## src/hw/rtl/spz_pkg.sv

```systemverilog
// ----------------------------------------------------------------------------
// spz_pkg - shared types and constants for the Spritz sponge engine
// Operation codes and sequencer states.
// ----------------------------------------------------------------------------
package spz_pkg;

  localparam int unsigned N = 256;
  localparam logic [7:0] HALF = 8'd128;
  localparam logic [7:0] TOP = 8'd255;
  localparam logic [7:0] NIB_MASK = 8'd15;
  localparam logic [7:0] W_STEP = 8'd2;

  typedef enum logic [1:0] {
    KIND_INIT   = 2'd0,
    KIND_ABSORB = 2'd1,
    KIND_STOP   = 2'd2,
    KIND_DRIP   = 2'd3
  } kind_t;

  typedef enum logic [4:0] {
    ST_IDLE,
    ST_INIT,
    ST_DISPATCH,
    ST_UPD_I,
    ST_UPD_J1,
    ST_UPD_J2,
    ST_UPD_K,
    ST_UPD_SW,
    ST_CR_RD1,
    ST_CR_RD2,
    ST_CR_CMP,
    ST_CR_WR,
    ST_AB_RD1,
    ST_AB_RD2,
    ST_AB_WR1,
    ST_AB_WR2,
    ST_Z_RD1,
    ST_Z_RD2,
    ST_Z_RD3,
    ST_Z_DONE,
    ST_OUT
  } state_t;

endpackage

```

## src/hw/rtl/spritz_sponge_engine_top.sv

```systemverilog
// ----------------------------------------------------------------------------
// spritz_sponge_engine_top - Spritz sponge engine over a 256-byte permutation
// Sequence: an absorb byte runs, per nibble, a dispatch plus 4 RAM steps;
// a drip runs a dispatch, an update and the z reads, then the out beat; a
// shuffle adds 1536 updates plus two crushes of 128 compare-swap steps each.
// Throughput: one beat at a time; the single-port permutation RAM sets it.
// Reset (and init): RAM swept to the identity, no input beat taken
// meanwhile; i, j, k, z, a cleared and w set to 1.
// ----------------------------------------------------------------------------
module spritz_sponge_engine_top (
  input  logic       clk,
  input  logic       rst,
  input  logic       in_valid,
  output logic       in_ready,
  input  logic [1:0] kind,
  input  logic [7:0] data_byte,
  output logic       out_valid,
  input  logic       out_ready,
  output logic [7:0] out_byte
);

  // permutation RAM: one port, registered read data
  logic [7:0] perm [spz_pkg::N];
  logic [7:0] rd_data;
  logic [7:0] addr;
  logic [7:0] wr_data;
  logic       we;

  always_ff @(posedge clk) begin
    if (we) perm[addr] <= wr_data;
    rd_data <= perm[addr];
  end

  spz_pkg::state_t state, state_next;

  logic [7:0] i, j, k, z, a, w;
  logic [7:0] tmp, tmp2;          // held read values
  logic [7:0] cnt;                // sweep / crush index
  logic [2:0] phase;              // shuffle step 0..5
  logic [9:0] ucnt;               // updates left in a whip
  logic       shuf;               // currently shuffling
  logic [1:0] op;
  logic [7:0] dat;
  logic       hi_nib;             // second nibble of an absorb beat

  assign in_ready  = (state == spz_pkg::ST_IDLE);
  assign out_valid = (state == spz_pkg::ST_OUT);
  assign out_byte  = z ^ dat;

  logic need_shuf;
  always_comb begin
    case (spz_pkg::kind_t'(op))
      spz_pkg::KIND_DRIP: need_shuf = (a != 8'd0);
      default:            need_shuf = (a == spz_pkg::HALF);
    endcase
  end

  logic [7:0] nib;
  assign nib = hi_nib ? {4'd0, dat[7:4]} : (dat & spz_pkg::NIB_MASK);

  // next state
  always_comb begin
    state_next = state;
    case (state)
      spz_pkg::ST_IDLE:
        if (in_valid) begin
          if (spz_pkg::kind_t'(kind) == spz_pkg::KIND_INIT) state_next = spz_pkg::ST_INIT;
          else state_next = spz_pkg::ST_DISPATCH;
        end
      spz_pkg::ST_INIT:
        if (cnt == spz_pkg::TOP) state_next = spz_pkg::ST_IDLE;
      spz_pkg::ST_DISPATCH: begin
        if (shuf) begin
          if (phase == 3'd1 || phase == 3'd3) state_next = spz_pkg::ST_CR_RD1;
          else if (phase == 3'd5) state_next = spz_pkg::ST_DISPATCH;
          else state_next = spz_pkg::ST_UPD_I;
        end else if (need_shuf) state_next = spz_pkg::ST_UPD_I;
        else begin
          case (spz_pkg::kind_t'(op))
            spz_pkg::KIND_ABSORB: state_next = spz_pkg::ST_AB_RD1;
            spz_pkg::KIND_STOP:   state_next = spz_pkg::ST_IDLE;
            default:              state_next = spz_pkg::ST_UPD_I;
          endcase
        end
      end
      spz_pkg::ST_UPD_I:  state_next = spz_pkg::ST_UPD_J1;
      spz_pkg::ST_UPD_J1: state_next = spz_pkg::ST_UPD_J2;
      spz_pkg::ST_UPD_J2: state_next = spz_pkg::ST_UPD_K;
      spz_pkg::ST_UPD_K:  state_next = spz_pkg::ST_UPD_SW;
      spz_pkg::ST_UPD_SW: begin
        if (shuf) state_next = (ucnt == 10'd1) ? spz_pkg::ST_DISPATCH : spz_pkg::ST_UPD_I;
        else state_next = spz_pkg::ST_Z_RD1;
      end
      spz_pkg::ST_CR_RD1: state_next = spz_pkg::ST_CR_RD2;
      spz_pkg::ST_CR_RD2: state_next = spz_pkg::ST_CR_CMP;
      spz_pkg::ST_CR_CMP: state_next = spz_pkg::ST_CR_WR;
      spz_pkg::ST_CR_WR:
        state_next = (cnt == 8'd127) ? spz_pkg::ST_DISPATCH : spz_pkg::ST_CR_RD1;
      spz_pkg::ST_AB_RD1: state_next = spz_pkg::ST_AB_RD2;
      spz_pkg::ST_AB_RD2: state_next = spz_pkg::ST_AB_WR1;
      spz_pkg::ST_AB_WR1: state_next = spz_pkg::ST_AB_WR2;
      spz_pkg::ST_AB_WR2: state_next = hi_nib ? spz_pkg::ST_IDLE : spz_pkg::ST_DISPATCH;
      spz_pkg::ST_Z_RD1:  state_next = spz_pkg::ST_Z_RD2;
      spz_pkg::ST_Z_RD2:  state_next = spz_pkg::ST_Z_RD3;
      spz_pkg::ST_Z_RD3:  state_next = spz_pkg::ST_Z_DONE;
      spz_pkg::ST_Z_DONE: state_next = spz_pkg::ST_OUT;
      spz_pkg::ST_OUT:    if (out_ready) state_next = spz_pkg::ST_IDLE;
      default:            state_next = spz_pkg::ST_IDLE;
    endcase
  end

  // RAM port drive; read data comes back registered in rd_data
  always_comb begin
    addr = 8'd0;
    wr_data = 8'd0;
    we = 1'b0;
    case (state)
      spz_pkg::ST_INIT:   begin addr = cnt; wr_data = cnt; we = 1'b1; end
      spz_pkg::ST_UPD_I:  addr = i + w;                 // perm[i'] (i updated here)
      spz_pkg::ST_UPD_J1: addr = j + rd_data;           // tmp = perm[i]
      spz_pkg::ST_UPD_J2: addr = k + rd_data;           // perm[j']
      spz_pkg::ST_UPD_K:  begin addr = i; wr_data = rd_data; we = 1'b1; end
      spz_pkg::ST_UPD_SW: begin addr = j; wr_data = tmp; we = 1'b1; end
      spz_pkg::ST_CR_RD1: addr = cnt;
      spz_pkg::ST_CR_RD2: addr = spz_pkg::TOP - cnt;
      spz_pkg::ST_CR_CMP: begin addr = cnt; wr_data = rd_data; we = (tmp > rd_data); end
      spz_pkg::ST_CR_WR:  begin addr = spz_pkg::TOP - cnt; wr_data = tmp; we = (tmp > tmp2); end
      spz_pkg::ST_AB_RD1: addr = a;
      spz_pkg::ST_AB_RD2: addr = spz_pkg::HALF + nib;
      spz_pkg::ST_AB_WR1: begin addr = a; wr_data = rd_data; we = 1'b1; end
      spz_pkg::ST_AB_WR2: begin addr = spz_pkg::HALF + nib; wr_data = tmp; we = 1'b1; end
      spz_pkg::ST_Z_RD1:  addr = z + k;
      spz_pkg::ST_Z_RD2:  addr = rd_data + i;
      spz_pkg::ST_Z_RD3:  addr = rd_data + j;
      default: ;
    endcase
  end

  // datapath registers
  always_ff @(posedge clk) begin
    if (rst) begin
      state <= spz_pkg::ST_INIT;
      cnt <= 8'd0; i <= 8'd0; j <= 8'd0; k <= 8'd0; z <= 8'd0; a <= 8'd0;
      w <= 8'd1; shuf <= 1'b0; phase <= 3'd0; hi_nib <= 1'b0; ucnt <= 10'd0;
      op <= 2'd0; dat <= 8'd0;
    end else begin
      state <= state_next;
      case (state)
        spz_pkg::ST_IDLE:
          if (in_valid) begin
            op <= kind; dat <= data_byte; hi_nib <= 1'b0; cnt <= 8'd0;
            if (spz_pkg::kind_t'(kind) == spz_pkg::KIND_INIT) begin
              i <= 8'd0; j <= 8'd0; k <= 8'd0; z <= 8'd0; a <= 8'd0; w <= 8'd1;
            end
          end
        spz_pkg::ST_INIT: cnt <= cnt + 8'd1;
        spz_pkg::ST_DISPATCH: begin
          ucnt <= 10'd512; cnt <= 8'd0;
          if (shuf) begin
            if (phase == 3'd5) begin shuf <= 1'b0; a <= 8'd0; end
          end else if (need_shuf) begin
            shuf <= 1'b1; phase <= 3'd0;
          end else if (spz_pkg::kind_t'(op) == spz_pkg::KIND_STOP) a <= a + 8'd1;
        end
        spz_pkg::ST_UPD_I:  i <= i + w;
        spz_pkg::ST_UPD_J1: tmp <= rd_data;
        spz_pkg::ST_UPD_J2: j <= k + rd_data;
        spz_pkg::ST_UPD_K:  k <= i + k + rd_data;
        spz_pkg::ST_UPD_SW:
          if (shuf) begin
            ucnt <= ucnt - 10'd1;
            if (ucnt == 10'd1) begin
              w <= w + spz_pkg::W_STEP; phase <= phase + 3'd1;
            end
          end
        spz_pkg::ST_CR_RD2: tmp <= rd_data;
        spz_pkg::ST_CR_CMP: tmp2 <= rd_data;
        spz_pkg::ST_CR_WR: begin
          cnt <= cnt + 8'd1;
          if (cnt == 8'd127) phase <= phase + 3'd1;
        end
        spz_pkg::ST_AB_RD2: tmp <= rd_data;
        spz_pkg::ST_AB_WR2: begin a <= a + 8'd1; hi_nib <= 1'b1; end
        spz_pkg::ST_Z_DONE: z <= rd_data;
        default: ;
      endcase
    end
  end

endmodule
```

## config.mk

```make
export PLATFORM = sky130hd
export DESIGN_NAME = spritz_sponge_engine_top
export DESIGN_NICKNAME = d
export VERILOG_FILES = /design/src/hw/rtl/spz_pkg.sv /design/src/hw/rtl/spritz_sponge_engine_top.sv
export SDC_FILE = /design/constraint.sdc
export NUM_CORES = 2
export LEC_CHECK = 0
export ABC_AREA = 1
export BUFFER_PORTS_ARGS = -buffer_cell sky130_fd_sc_hd__buf_2
export CORE_UTILIZATION = 40
export DETAILED_ROUTE_END_ITERATION = 8
export HOLD_SLACK_MARGIN = 0.05
export PLACE_DENSITY = 0.51
export SLEW_MARGIN = 25
export SYNTH_ARGS = -nofsm -noshare
export SYNTH_HDL_FRONTEND = slang
export SYNTH_SLANG_ARGS = --single-unit
```

## constraint.sdc

```tcl
create_clock -name clk -period 37.6 [get_ports clk]
set_input_delay 3.76 -clock clk [delete_from_list [all_inputs] [get_ports clk]]
set_output_delay 3.76 -clock clk [all_outputs]
set_load 0.01 [all_outputs]
```

==> flow_metrics.py <==
metrics = {
    "grt": {
        "first_global_vias": 62700,
        "pin_count_of_the_biggest_net_entering_global_routing": 193,
        "grt_remaining_overflow": 0,
        "track_usage": 0.245,
        "grt_pass1_wl_um": 430000,
        "initial_antenna_violation_count": 11,
    },
    "cts": {
        "cts_buffer_depth": 3,
        "cts_root_buffer": "clkbuf_16",
        "post_cts_repair_setup_buffers": 0,
        "htree_levels": 4,
        "postCtsResizedCells": 0,
        "ctsHoldBuffers": 0,
        "total_clock_buffers_created_by_cts": 228,
        "clock-sinks": 2158,
        "cts.clk_slew.worst_paths_ns": 0.06,
        "cts_tree": "built",
        "clk_latency_ns": 0.89,
    },
    "placed_design": {
        "placement.io_buffers": 23,
        "detailedPlacementHpwl_um": 169000,
        "gp_routability_congestion": 0.853,
        "placed_area_um2": 96800,
    },
    "setup_path": {
        "crit_path_start": "state[4]$_SDFFE_PP0P_",
        "worstSetupEndpoint": "rd_data[6]$_DFF_P_",
        "worst-setup-path-type": "reg2reg",
        "r2r_cells": 24,
        "start_kind": "register",
        "rr_endpoint": "rd_data[6]$_DFF_P_",
        "cp-end-kind": "register",
        "critical_path.max_fanout": 73,
        "rrSetupSlack_ns": 29.51,
        "worst_ep_arrival_time_ns": 8.85,
        "worstPathRequired_ns": 38.36,
        "launching_point_of_the_worst_reg2reg_path": "state[4]$_SDFFE_PP0P_",
    },
    "finish": {
        "drive_gt1_frac": 0.0571,
        "multi_input_area_um2": 27300,
        "final.fill_count": 22100,
        "synthToLayoutAreaGrowth_pct": 10.9,
        "mostFrequentLayoutCells": "5430 x nand2_1, 2064 x edfxtp_1, 450 x nor2_1",
        "final_net_count": 9414,
        "leading_cell_type_in_the_layout_fill_and_taps_excluded": "nand2_1",
        "final-seq-area_um2": 63900,
        "post-route-cell-area_um2": 104000,
    },
    "power_and_ir_drop": {
        "p_sw_frac": 0.404,
        "power.internal_uw": 4630,
        "netSwitchingPower_uw": 3130,
        "max-vdd-ir-drop_mv": 0.0620,
        "sequentialPowerShare": 0.357,
        "share_of_total_power_in_combinational_logic": 0.365,
        "cellLeakagePower_uw": 0.0410,
        "pwrdens_nw_per_um2": 74.8,
        "report.power.total_uw": 7770,
        "p_clk_frac": 0.278,
    },
    "logic_synthesis": {
        "synth_compound_area_frac": 0.0187,
        "post_synth_main_area_contributors": "edfxtp_1 66%, nand2_1 22%, dfxtp_1 2.0%",
        "syn-instance-count": 9427,
        "yosys_warnings": 0,
        "dominant_combinational_cell_family_by_area_after_synthesis": "simple AND/OR/NAND/NOR gates",
        "synthFlopType": "edfxtp_1",
        "seq_area_frac_synth": 0.682,
        "synthesis.nets": 9516,
        "ys_async_sr_fraction": 0,
        "yosys.area_share.adder": 0.0110,
        "synth.avg_cell_area_um2": 9.93,
        "xor_xnor_share_of_the_synthesized_area": 0.00187,
        "synth-seq-cells": 2158,
        "library_cells_used_by_synthesis": 56,
        "synthMuxAreaShare": 0.000347,
        "synth_top_cell_by_area": "edfxtp_1",
        "synth_simple_gate_area_frac": 0.256,
        "syn_area_um2": 93700,
        "synth_enable_flop_cells": 2064,
        "yosysTopAreaCellShare": 0.662,
    },
    "sta": {
        "timing.clock.skew_ns": 0.0548,
        "finalSetupViolations": 0,
        "finalSetupTns_ns": 0,
        "fin_crit_ns": 8.09,
        "rsz0062_at_grt": "no",
        "timing.fmax_ghz": 0.124,
        "final-max-slew-violation-count": 0,
        "max-slew-margin-rel": 0.247,
        "layout_worst_path_cycle_share": 0.215,
        "worst-slew-pin-transition_ns": 1.13,
        "report.final.hold_viol_count": 0,
    },
    "floorplan": {
        "die-area_um2": 236000,
        "std_cell_rows": 177,
        "fp.coreArea_um2": 233000,
        "initial_utilization": 0.402,
        "height_of_the_die_um": 486,
        "top_level_ports": 24,
        "fp.dieW_um": 486,
    },
    "run_status": {
        "run_status": "complete, no violations",
    },
    "flow_run": {
        "max_cap_violations": 0,
    },
    "drt": {
        "routed_via_density": 5.19,
        "dr_wl_met3_um": 18200,
        "met2WireLength_um": 135000,
        "met1_wire_length_um": 131000,
        "drt-total-wl_um": 292000,
        "drt_pass1_iterations": 7,
        "detailroute.via_count": 65600,
        "detail_route.wl_per_cell_um": 23.1,
        "route.antenna.remaining_nets": 0,
        "drc": 0,
        "drt-initial-drc-count": 6563,
        "highest_layer": "met5",
    },
    "hold_path": {
        "holdCritPathClass": "reg2reg",
    },
}
## cells by family (layout without fill, tap and decap cells)
| logic type | count (synthesis) | count (layout) |
|---|---|---|
| other | 0 | 3 |
| adders and majority gates | 75 | 75 |
| AOI/OAI and AO/OA | 317 | 317 |
| muxes | 3 | 3 |
| and+or+nand+nor | 6218 | 6218 |
| buffers and inverters | 636 | 725 |
| DFF | 2158 | 2158 |
| xor gates and xnor gates | 20 | 20 |
## cells in the mapped netlist (all sizes together) (12+ instances only)
cell and n:
a21oi 92, a22oi 12, buf 322, clkbuf 153, dfxtp 94, edfxtp 2064
fa 12, ha 63, inv 159, nand2 5452, nand3 83, nand4 155
nor2 475, nor3 23, o21ai 166, or2 14, xor2 19
## registers in the layout, indices dropped and copies added (netlist names)
| register | flops |
|---|---|
| hi_nib | 1 |
| perm | 2048 |
| state | 5 |
| z | 8 |
| tmp | 8 |
| phase | 3 |
| i | 8 |
| a | 8 |
| tmp2 | 8 |
| cnt | 8 |
| w | 8 |
| j | 8 |
| op | 2 |
| k | 8 |
| dat | 8 |
| rd_data | 8 |
| ucnt | 10 |
| shuf | 1 |
## area by class of cell
cell class              count  area share
diodes                      3   0.0000723
clock buffers             284      0.0572
clock inverters           137      0.0102
inverters                 161     0.00601
multi-input cells        6633       0.263
flip-flops and latches   2158       0.615
well taps                3132      0.0377
repair buffers            143      0.0114
## critical path, stage by stage, from the launching register on
cell and delay, ns:
dfxtp_1 0.63, nand2_1 0.30, o21ai_2 0.46, mux2_2 0.40, ha_1 0.27, nand2_1 0.07
nand2_1 0.10, inv_6 0.65, nand3_4 0.74, buf_4 0.60, buf_4 0.47, buf_4 0.42
buf_4 0.42, nand2_1 0.13, nand2_1 0.06, nand2_1 0.05, nand2_1 0.07, nand2_1 0.07
nand2_1 0.12, o21ai_0 0.84, nand2_1 0.48, nor2_1 0.20, nor2_1 0.06, nor2_1 0.13
nand2_1 0.06
## power by group through the flow
stage	logic, µW	clock network (µW)	registers (µW)
2_1_floorplan	1820	0	2860
3_3_place_gp	2840	0	2820
3_5_place_dp	2820	0	2820
4_1_cts	2830	2190	2770
5_1_grt	3140	2280	2770
6_report	2830	2160	2770
## how the worst min path moves through the flow
stage,slack [ns],from,end,cells after the start
after detailed placement,0.44,w[0]$_SDFFE_PP1P_,w[0]$_SDFFE_PP1P_,1
after global routing,0.49,w[0]$_SDFFE_PP1P_,w[0]$_SDFFE_PP1P_,1
after floorplan,0.42,w[0]$_SDFFE_PP1P_,w[0]$_SDFFE_PP1P_,1
after global placement,0.44,w[0]$_SDFFE_PP1P_,w[0]$_SDFFE_PP1P_,1
after CTS,0.46,w[0]$_SDFFE_PP1P_,w[0]$_SDFFE_PP1P_,1
final,0.46,w[0]$_SDFFE_PP1P_,w[0]$_SDFFE_PP1P_,1
## through the flow
stage                      util  hold WS, ns  setup slack [ns]  std cells
after floorplan               -        0.421             24.37       9427
after global placement    0.416        0.444             29.41      12200
after detailed placement  0.416        0.441             29.62      12200
after CTS                 0.446        0.457             29.61      12600
after global routing      0.446        0.489             29.13      12600
final                     0.446        0.459             29.51      12700
## routing by layer
metal / vias to the layer above / track usage
li1: 30800 / -
met1: 32200 / 0.351
met2: 2201 / 0.393
met3: 396 / 0.0276
met4: 2 / 0.0662
met5: - / 0
Note: power is estimated with default switching activity, not from simulation.
